<file path="src/hdl/mta_pkg.sv">
// Package with the constants, types and helpers shared by the mosaic tile averager.
package mta_pkg;

	localparam int MaxWidth  = 2048;
	localparam int MaxHeight = 2048;
	localparam int MaxTile   = 64;

	localparam int PosW   = $clog2(MaxWidth);
	localparam int RowW   = $clog2(MaxHeight);
	localparam int OffW   = $clog2(MaxTile);
	localparam int TileW  = 7;
	localparam int DimW   = 12;
	localparam int SumW   = 20;
	localparam int CountW = 2 * (OffW + 1);
	localparam int AddrW  = 4;

	localparam logic [AddrW-1:0] RegImageWidth  = 4'h0;
	localparam logic [AddrW-1:0] RegImageHeight = 4'h4;
	localparam logic [AddrW-1:0] RegTileSize    = 4'h8;

	typedef struct packed {
		logic [SumW-1:0] blue;
		logic [SumW-1:0] green;
		logic [SumW-1:0] red;
	} sums_t;

	typedef struct packed {
		sums_t           sums;
		logic [CountW-1:0] count;
		logic [PosW-1:0] column;
		logic [RowW-1:0] row;
		logic            done;
	} job_t;

	typedef struct packed {
		logic [7:0]      blue;
		logic [7:0]      green;
		logic [7:0]      red;
		logic [PosW-1:0] column;
		logic [RowW-1:0] row;
		logic            done;
	} tile_t;

	typedef enum logic [1:0] {
		DIV_IDLE,
		DIV_RUN,
		DIV_OUT
	} div_state_t;

endpackage

</file>
<file path="src/hdl/mta_queue.sv">
// Short queue of tile jobs between the front end and the divider.
module mta_queue (
	input  logic          clk,
	input  logic          arst_n,
	input  logic          in_valid,
	input  mta_pkg::job_t in_job,
	output logic          room,
	output logic          out_valid,
	output mta_pkg::job_t out_job,
	input  logic          out_ready
);
	import mta_pkg::*;

	localparam int Depth = 4;

	job_t        slots_q [Depth];
	logic [1:0]  wr_q;
	logic [1:0]  rd_q;
	logic [2:0]  cnt_q;
	logic        push;
	logic        pop;

	// One pixel may be in flight, so a free slot is kept for it.
	assign room      = cnt_q < 3'(Depth - 1);
	assign out_valid = cnt_q != '0;
	assign out_job   = slots_q[rd_q];
	assign push      = in_valid;
	assign pop       = out_valid && out_ready;

	always_ff @(posedge clk or negedge arst_n) begin
		if (!arst_n) begin
			wr_q  <= '0;
			rd_q  <= '0;
			cnt_q <= '0;
		end else begin
			if (push) begin
				wr_q <= wr_q + 2'd1;
			end
			if (pop) begin
				rd_q <= rd_q + 2'd1;
			end
			cnt_q <= cnt_q + 3'(push) - 3'(pop);
		end
	end

	always_ff @(posedge clk) begin
		if (push) begin
			slots_q[wr_q] <= in_job;
		end
	end
endmodule

</file>
<file path="config.mk">
export PLATFORM = sky130hd
export DESIGN_NAME = mta_queue
export DESIGN_NICKNAME = d
export VERILOG_FILES = /design/src/hdl/mta_pkg.sv /design/src/hdl/mta_queue.sv
export SDC_FILE = /design/constraint.sdc
export NUM_CORES = 1
export LEC_CHECK = 0
export BUFFER_PORTS_ARGS = -buffer_cell sky130_fd_sc_hd__clkbuf_2
export CORE_MARGIN = 2
export CORE_UTILIZATION = 30
export CTS_CLUSTER_SIZE = 30
export DETAILED_ROUTE_END_ITERATION = 12
export SLEW_MARGIN = 0
export SYNTH_ARGS = -nofsm -noshare
export SYNTH_HDL_FRONTEND = slang
export SYNTH_SLANG_ARGS = --single-unit
</file>
<file path="constraint.sdc">
create_clock -name clk -period 3.1 [get_ports clk]
set_input_delay 0 -clock clk [delete_from_list [all_inputs] [get_ports clk]]
set_output_delay 0 -clock clk [all_outputs]
set_load 0.05 [all_outputs]
</file>
==> results.md <==
* Total number of vias at approximately 6900
* TritonCTS clock tree: done
* Worst min path class: primary input to flip-flop
* Crit-path cells: buf_4, mux4_2, clkbuf_2
* Nets@finish at 990
* Most frequent cells in the layout: edfxtp_1, clkbuf_2, dlygate4sd3_1
* Critical path startpoint category: flip-flop
* Sequential area share after synthesis at 0.8228
* CTS H-tree lvls at 2
* Max_cap viols at 0
* Die X at ~220 um
* TritonRoute pass-1 iters at 4
* # fillers at 4240
* Netlist cell types at 20
* Worst-path fanout max at 21
* Post-synthesis register bit count at 395
* Die Height at 222.9 um
* Clock latency on the worst-skew pair at between 0.5 and 0.6 ns
* Hold WS at 0.2057 ns
* Tmin final at ~2.5 ns
* Most common cell after layout, fill and taps aside: edfxtp_1
* Post-DR vias/cell at around 4.5
* WS Path Type: flip-flop to output pin
* Fmax at ~400 MHz
* CTS Sinks at around 400
* Boundary Pins at 200
* Total core area at 0.04755 mm2
* CTS buffer count at between 40 and 50
* Worst-path clk slew at ~0.06 ns
* Port bufs at about 200
* Leakage at around 6.4 nW
* Worst-margin pin slew at roughly 0.70 ns
* Antenna Nets Post-Route at 0
* Pwr per Cell Area at 1059 mW/mm2
* Initial antenna violation count at 1
* Row Count at 80
* Slew Limit Fails at 0
* Pin count of the biggest net entering global routing at 56
* Top Family by Delay on Critical Path: flip-flops
* Period Utilization, post-route at 0.8180
* Synthesis Warnings at 0
* First-pass GRT wire length at between 40000 and 50000 um
* Post-Syn Nets at approximately 650
* Worst Skew at slightly below 0.01 ns
* RSZ-0062 raised after global routing: no
* Final Setup Violations at 0
* Worst-case vdd ir drop at ~700 uV
* Final hold vios at 0
* Syn avg cell area at around 26 um2
* CP Data Required Time at between 3 and 4 ns
* Clk buf depth at 3
* Slowest cell on the critical path: dfrtp_4
* Run status: finished clean
* Syn-to-layout area delta at 29.91%
* Buf+Inv Stages, Crit Path at 2
* Placer Congestion at about 0.68
* Slowest cell delay on critical path at roughly 0.75 ns
* Layout cell share with drive strength beyond 1 at 0.4201
* Worst EP arrival at around 2.5 ns
* CP Capture Type: output pin
* Setup TNS at 0 ns
* Slew headroom at 0.5330
* Syn Inst Count at 543
* Detailed Route Iter0 Violations at 468
* Post-Syn Area at 0.01437 mm2
* GR Overflow Total at 0
* Die Area at 0.04968 mm2
* # DRC at 0
* Routed WL per cell at ~19 um
* Vias in the first global route at approximately 7500
* CTS root buf: clkbuf_16
* GRT Util Overall at 0.1207
* Antenna Cells at 0
* Final HPWL DP at 17340 um
* Routed WL at approximately 30000 um
* Post-layout utilization of the core at 0.3927
* CTS-repair resized insts at 0
* Initial Util at 0.3023
## metrics by stage
stage | power [mW] | worst slack [ns] | cell area [um2] | std cells
after floorplan | 13.02 | 0.8435 | 14380 | 543
after global placement | 14.88 | 1.072 | 16250 | 1349
after detailed placement | 14.97 | 1.057 | 16250 | 1349
after CTS | 20.17 | 0.4383 | 18670 | 1529
after global routing | 20.66 | 0.3642 | 18670 | 1529
final | 19.78 | 0.5644 | 18670 | 1529
## area by class of cell
cell class,count,area (um2),share of cell area
Clock buffer,48,1137,0.06091
Clock inverter,31,270.3,0.01447
Inverter,7,26.28,0.001407
Multi-Input combinational cell,119,2399,0.1285
Sequential cell,395,11830,0.6337
Tap cell,615,769.5,0.04121
Timing Repair Buffer,314,2237,0.1198
## flip-flops by register name (all words and copies together) (netlist names)
| name | cells |
|---|---|
| wr_q | 2 |
| slots_q | 388 |
| cnt_q | 3 |
| rd_q | 2 |
## report_power, final
part	internal [mW]	switching, mW
clock network	2.99	2.03
registers	6.99	0.343
logic	2.24	5.20
## synth_stat cells
| cell type | n | area share |
|---|---|---|
| buf_12 | 1 | 0.0014 |
| xnor2_1 | 1 | 0.00061 |
| o311ai_0 | 1 | 0.00061 |
| a21oi_1 | 1 | 0.00035 |
| nand2_1 | 1 | 0.00026 |
| buf_6 | 2 | 0.0016 |
| buf_4 | 1 | 0.00052 |
| inv_1 | 7 | 0.0018 |
| mux4_2 | 97 | 0.15 |
| xor2_1 | 3 | 0.0018 |
| o21ai_0 | 1 | 0.00035 |
| dfrtp_1 | 7 | 0.012 |
| buf_2 | 12 | 0.0042 |
| and2_1 | 4 | 0.0017 |
| fa_1 | 1 | 0.0014 |
| o31a_1 | 1 | 0.00061 |
| clkbuf_1 | 6 | 0.0016 |
| edfxtp_1 | 388 | 0.81 |
| ha_1 | 7 | 0.0061 |
| nand3_1 | 1 | 0.00035 |
## path summary, 6_finish.rpt
kind,start,endpoint,slack [ns],cells past startpoint
worst min-delay path,in_job[11],slots_q[0][11],0.21,2
min in group asynchronous,arst_n,cnt_q[1],0.43,3
worst max-delay path,rd_q[0],out_job[62],0.56,3
worst max register to register,cnt_q[1],cnt_q[2],1.13,6
max in group asynchronous,arst_n,rd_q[1],2.37,3
worst min register to register,wr_q[0],wr_q[0],0.54,1
## worst reg2reg max path, cell delays in order (launching register included)
cell and delay, ns:
dfrtp_1 0.40, o31a_1 0.35, ha_1 0.28, inv_1 0.04
ha_1 0.18, fa_1 0.41, xor2_1 0.18
## cell families (layout without fill, tap and decap cells)
family                     Yosys count  in the layout  synth area share
and+or+nand+nor                      6              6          0.002349
AOI/OAI and AO/OA                    4              4          0.001915
DFF                                395            395            0.8228
muxes                               97             97            0.1520
adders and majority gates            8              8          0.007486
buffers and inverters               29            400           0.01106
xor gates and xnor gates             4              4          0.002438
## routing by layer
metal,GRT usage,vias to the layer above,share of wire
met1,0.1540,3615,0.43
met3,0.03293,42,0.058
met5,0,-,0.00044
met2,0.1977,194,0.49
li1,-,3028,-
met4,0.04460,2,0.022
## timing repair
| item | in CTS | in global routing |
|---|---|---|
| hold buffers | 101 | 0 |
| hold endpoints to repair | 400 | 0 |
| buffers inserted | 0 | 0 |
(Power assumes the default switching activity.)
