### src/hdl/mta_pkg.sv
// Package with the constants, types and helpers shared by the mosaic tile averager.
package mta_pkg;

	localparam int MaxWidth  = 2048;
	localparam int MaxHeight = 2048;
	localparam int MaxTile   = 64;

	localparam int PosW   = $clog2(MaxWidth);
	localparam int RowW   = $clog2(MaxHeight);
	localparam int OffW   = $clog2(MaxTile);
	localparam int TileW  = 7;
	localparam int DimW   = 12;
	localparam int SumW   = 20;
	localparam int CountW = 2 * (OffW + 1);
	localparam int AddrW  = 4;

	localparam logic [AddrW-1:0] RegImageWidth  = 4'h0;
	localparam logic [AddrW-1:0] RegImageHeight = 4'h4;
	localparam logic [AddrW-1:0] RegTileSize    = 4'h8;

	typedef struct packed {
		logic [SumW-1:0] blue;
		logic [SumW-1:0] green;
		logic [SumW-1:0] red;
	} sums_t;

	typedef struct packed {
		sums_t           sums;
		logic [CountW-1:0] count;
		logic [PosW-1:0] column;
		logic [RowW-1:0] row;
		logic            done;
	} job_t;

	typedef struct packed {
		logic [7:0]      blue;
		logic [7:0]      green;
		logic [7:0]      red;
		logic [PosW-1:0] column;
		logic [RowW-1:0] row;
		logic            done;
	} tile_t;

	typedef enum logic [1:0] {
		DIV_IDLE,
		DIV_RUN,
		DIV_OUT
	} div_state_t;

endpackage

### src/hdl/mta_divider.sv
// Back end: restoring divider that forms the three channel means of a tile.
module mta_divider (
	input  logic          clk,
	input  logic          arst_n,
	input  logic          job_valid,
	input  mta_pkg::job_t job,
	output logic          job_ready,
	output logic          res_valid,
	output mta_pkg::tile_t res,
	input  logic          res_ready
);
	import mta_pkg::*;

	localparam int StepW = $clog2(SumW + 1);

	div_state_t       state_q;
	div_state_t       state_d;
	logic [StepW-1:0] step_q;
	logic [SumW-1:0]  qb_q;
	logic [SumW-1:0]  qg_q;
	logic [SumW-1:0]  qr_q;
	logic [CountW:0]  rb_q;
	logic [CountW:0]  rg_q;
	logic [CountW:0]  rr_q;
	logic [CountW:0]  tb;
	logic [CountW:0]  tg;
	logic [CountW:0]  tr;
	logic [CountW:0]  div_q;
	logic [PosW-1:0]  col_q;
	logic [RowW-1:0]  row_q;
	logic             done_q;
	logic             load;
	logic             finish;

	always_ff @(posedge clk or negedge arst_n) begin
		if (!arst_n) begin
			state_q <= DIV_IDLE;
		end else begin
			state_q <= state_d;
		end
	end

	always_comb begin
		state_d   = state_q;
		job_ready = 1'b0;
		res_valid = 1'b0;
		load      = 1'b0;
		unique case (state_q)
			DIV_IDLE: begin
				job_ready = 1'b1;
				if (job_valid) begin
					load    = 1'b1;
					state_d = DIV_RUN;
				end
			end
			DIV_RUN: begin
				if (step_q == StepW'(SumW - 1)) begin
					state_d = DIV_OUT;
				end
			end
			DIV_OUT: begin
				res_valid = 1'b1;
				if (res_ready) begin
					state_d = DIV_IDLE;
				end
			end
			default: begin
				state_d = DIV_IDLE;
			end
		endcase
	end

	assign finish = state_q == DIV_RUN;
	assign tb = {rb_q[CountW-1:0], qb_q[SumW-1]};
	assign tg = {rg_q[CountW-1:0], qg_q[SumW-1]};
	assign tr = {rr_q[CountW-1:0], qr_q[SumW-1]};

	always_ff @(posedge clk) begin
		if (load) begin
			qb_q   <= job.sums.blue;
			qg_q   <= job.sums.green;
			qr_q   <= job.sums.red;
			rb_q   <= '0;
			rg_q   <= '0;
			rr_q   <= '0;
			div_q  <= {1'b0, job.count};
			col_q  <= job.column;
			row_q  <= job.row;
			done_q <= job.done;
			step_q <= '0;
		end else if (finish) begin
			step_q <= step_q + StepW'(1);
			if (tb >= div_q) begin
				rb_q <= tb - div_q;
				qb_q <= {qb_q[SumW-2:0], 1'b1};
			end else begin
				rb_q <= tb;
				qb_q <= {qb_q[SumW-2:0], 1'b0};
			end
			if (tg >= div_q) begin
				rg_q <= tg - div_q;
				qg_q <= {qg_q[SumW-2:0], 1'b1};
			end else begin
				rg_q <= tg;
				qg_q <= {qg_q[SumW-2:0], 1'b0};
			end
			if (tr >= div_q) begin
				rr_q <= tr - div_q;
				qr_q <= {qr_q[SumW-2:0], 1'b1};
			end else begin
				rr_q <= tr;
				qr_q <= {qr_q[SumW-2:0], 1'b0};
			end
		end
	end

	assign res.blue   = (qb_q > SumW'(255)) ? 8'hFF : qb_q[7:0];
	assign res.green  = (qg_q > SumW'(255)) ? 8'hFF : qg_q[7:0];
	assign res.red    = (qr_q > SumW'(255)) ? 8'hFF : qr_q[7:0];
	assign res.column = col_q;
	assign res.row    = row_q;
	assign res.done   = done_q;
endmodule

### config.mk
export PLATFORM = sky130hd
export DESIGN_NAME = mta_divider
export DESIGN_NICKNAME = d
export VERILOG_FILES = /design/src/hdl/mta_pkg.sv /design/src/hdl/mta_divider.sv
export SDC_FILE = /design/constraint.sdc
export NUM_CORES = 1
export LEC_CHECK = 0
export ABC_CLOCK_PERIOD_IN_PS = 3700
export BUFFER_PORTS_ARGS = -buffer_cell sky130_fd_sc_hd__buf_4
export CAP_MARGIN = 15
export CORE_ASPECT_RATIO = 0.6
export CORE_MARGIN = 2
export CORE_UTILIZATION = 35
export DETAILED_ROUTE_END_ITERATION = 16
export GPL_TIMING_DRIVEN = 0
export SETUP_SLACK_MARGIN = 0.02
export SLEW_MARGIN = 20
export SYNTH_ARGS = -nofsm -noshare
export SYNTH_HDL_FRONTEND = slang
export SYNTH_SLANG_ARGS = --single-unit
### constraint.sdc
create_clock -name clk -period 3.7 [get_ports clk]
set_input_delay 0.555 -clock clk [delete_from_list [all_inputs] [get_ports clk]]
set_output_delay 0.555 -clock clk [all_outputs]
set_load 0.03 [all_outputs]
==> impl_metrics.yaml <==
status:
  status: "finished, final reports clean"
final_layout:
  finalCoreUtilization: 0.453
  fin_area_sq_mm: 0.00998
  drive_gt1_frac: 0.223
  n_antenna_cell: 0
  nets: 1142
  area_growth_pct: 27.2
min_path:
  hold_path_class: "input pin to flop"
  whs_path_depth: 1
timing:
  finalSetupViolCount: 0
  clock_skew_ns: 0.00762
  tightest_slew_ns: 0.740
  hold_violations: 0
  max_slew_margin: 0.507
  rsz0062_at_grt: "false"
  slew_violations: 0
  finalCritPeriodShare: 0.855
  fin_setup_tns_ns: 0
  timing.final.crit_period_ns: 3.16
  fmax_ghz: 0.316
synthesis:
  synth.area.mux_share: 0.0281
  synthArstFlopShare: 0.0137
  synth_top_family_by_area: "simple AND/OR/NAND/NOR gates"
  ys.flop_type: "edfxtp_1"
  synth_compound_area_frac: 0.129
  synth.yosys.warnings: 0
  synth_fa_ha_area_frac: 0.0810
  synth_edf_count: 97
  syn_nets: 972
  synth_top_area_share: 0.371
  yosysSeqAreaShare: 0.498
  netlist_instances: 822
  syn-cell-area_sq_mm: 0.00785
  ys_types: 62
  synthTopCellsByArea: "edfxtp_1 (37%), dfxtp_1 (12%), nand2_1 (11%)"
  synth_area_per_cell_sq_um: 9.55
  synth_seq_cells: 146
  synth_xor_area_frac: 0.0346
  synth_top_area_cell: "edfxtp_1"
  synth-simple-area-share: 0.200
power_and_ir_drop:
  power_frac_comb: 0.477
  p_leak_nw: 4.33
  seqPwrFrac: 0.332
  switching_share: 0.406
  p_sw_mw: 3.83
  power.share.clock: 0.191
  p_int_mw: 5.61
  total_power_mw: 9.44
  vdd_ir_drop_max_uv: 427
  power.density_mw_per_mm2: 946
placed_design:
  placed_area_sq_mm: 0.00936
  io_buffers: 149
  dp_hpwl_mm: 15.5
  place_congestion: 0.851
global_routing:
  grt_pass1_vias: 6020
  grt_pass1_wl_mm: 33.0
  grt_max_degree: 48
  grt.overflow.total: 0
  antenna_found_initial: 0
  track_usage: 0.182
critical_path:
  arrival_ns: 3.31
  cp_data_required_time_ns: 3.85
  critPathMaxFanout: 10
  reg2reg_depth: 9
  end_kind: "flop"
  worstSetupPathType: "flop to flop"
  critPathLaunchType: "flop"
die:
  initial_core_util: 0.356
  core_area_sq_mm: 0.0220
  die_h_um: 120
  die_w_um: 197
  fp-row-count: 42
  io_pins: 150
  die-area_sq_mm: 0.0237
cts:
  h-tree-depth: 4
  ctsResizeCount: 0
  clockBufferDepth: 2
  cts_buffers: 17
  path_clk_slew_ns: 0.07
  root_buffer: "clkbuf_16"
  cts.sinks: 146
  cts_tree: "yes"
  cts_setup_buffers: 0
  clock_latency_ns: 0.43
route:
  final_antenna_net_count: 0
  num_vias: 6404
  wirelength_mm: 21.1
  drt-vias-per-instance: 4.96
  route.detailed.drc: 0
  drt_iter0_markers: 500
  drtPass1Iterations: 5
  wl_per_cell_um: 16.3
flow_run:
  drv_cap: 0
layer usage:
metal | wire, um | global-route usage | part of all wire | vias to the layer above
li1 | - | - | - | 3230
met1 | 11800 | 0.297 | 0.56 | 2986
met2 | 7840 | 0.232 | 0.37 | 175
met3 | 1280 | 0.0430 | 0.061 | 13
met4 | 167 | 0.0418 | 0.0079 | 0
met5 | 0 | 0 | 0 | -
worst max-delay path, cell delays in order (launching register included):
cell	delay (ns)
edfxtp_1	0.37
inv_1	0.34
ha_1	0.33
nor2b_1	0.15
o31a_1	0.28
o211ai_1	0.27
a31oi_1	0.13
o21ai_1	0.35
clkbuf_1	0.49
o21ai_0	0.18
worst paths after layout:
| path | end | start | slack, ns |
|---|---|---|---|
| max | qb_q[0]$_DFFE_PP_ | div_q[1]$_DFFE_PP_ | 0.54 |
| min | div_q[8]$_DFFE_PP_ | job[31] | 0.30 |
| max reg2reg | qb_q[0]$_DFFE_PP_ | div_q[1]$_DFFE_PP_ | 0.54 |
| min reg2reg | rg_q[3]$_SDFFE_PP0P_ | rg_q[3]$_SDFFE_PP0P_ | 0.47 |
| max in group asynchronous | state_q[0]$_DFFE_PN0P_ | arst_n | 3.15 |
| min in group asynchronous | state_q[1]$_DFFE_PN0P_ | arst_n | 0.46 |
registers in the layout, summed over array words and instances, names as in the netlist:
| register | flops |
|---|---|
| state_q | 2 |
| div_q | 14 |
| done_q | 1 |
| rb_q | 14 |
| qb_q | 20 |
| qg_q | 20 |
| rr_q | 14 |
| qr_q | 20 |
| col_q | 11 |
| rg_q | 14 |
| step_q | 5 |
| row_q | 11 |
power by group through the flow:
stage / sequential (mW) / combinational (mW) / clock, mW
6_report: 3.13 / 4.50 / 1.80
5_1_grt: 3.22 / 5.08 / 1.91
4_1_cts: 3.13 / 4.49 / 1.84
3_5_place_dp: 3.15 / 4.45 / 0
3_3_place_gp: 3.17 / 4.36 / 0
2_1_floorplan: 3.09 / 3.31 / 0
stage by stage:
stage               hold WS [ns]  setup slack [ns]  std cells
detailed placement         0.342             0.540       1258
finish                     0.299             0.537       1291
global route               0.278             0.282       1291
global placement           0.340            -0.216       1257
CTS                        0.274             0.539       1291
floorplan                  0.259             0.529        822
kinds of logic after synthesis:
kind of cell	after synthesis
fa+ha+maj	49
compound gates	155
mux	22
xor+xnor	31
simple gates	361
flops	146
buf+inv	58
layout by cell type, fill, tap and decap left out, types with 3 or more instances in the layout:
cell type / n
o21bai_1: 4
o21a_1: 7
edfxtp_1: 97
or2_2: 26
o31ai_1: 4
nand2_1: 229
a22o_1: 3
nand4_1: 9
clkinvlp_4: 4
and3_1: 4
clkbuf_16: 17
nor2b_1: 5
nand3_1: 13
clkinv_4: 3
inv_1: 26
o21ai_0: 53
nor2_1: 48
fa_1: 3
a211oi_1: 8
buf_4: 153
a21o_1: 11
dfxtp_1: 47
mux2i_1: 22
a32oi_1: 5
nand2b_1: 4
clkbuf_1: 23
a31oi_1: 6
a21oi_1: 31
xnor2_1: 17
nor4_1: 10
xor2_1: 14
bufinv_16: 3
ha_1: 46
cell type report:
type / count / area [sq um]
Sequential cell: 146 / 3900
Inverter: 27 / 104
Clock buffer: 18 / 429
Timing Repair Buffer: 151 / 1160
Fill cell: 2141 / 12000
Clock inverter: 14 / 181
Tap cell: 286 / 358
Buffer: 31 / 138
Multi-Input combinational cell: 618 / 3710
Yosys cell counts, types with 6 or more instances:
master / number
nand4_1: 9
nor2_1: 48
o21a_1: 7
edfxtp_1: 97
dfxtp_1: 47
a31oi_1: 6
or2_2: 26
nand2_1: 229
xnor2_1: 17
nand3_1: 13
a211oi_1: 8
nor4_1: 10
clkbuf_1: 23
mux2i_1: 22
a21oi_1: 31
a21o_1: 11
o21ai_0: 53
ha_1: 46
inv_1: 27
xor2_1: 14
what timing repair did:
item / in CTS / in global routing
hold buffers: 1 / 0
endpoints found under the hold margin: 2 / 0
setup endpoints to repair: 0 / 0
Note: power is estimated with default switching activity, not from simulation.
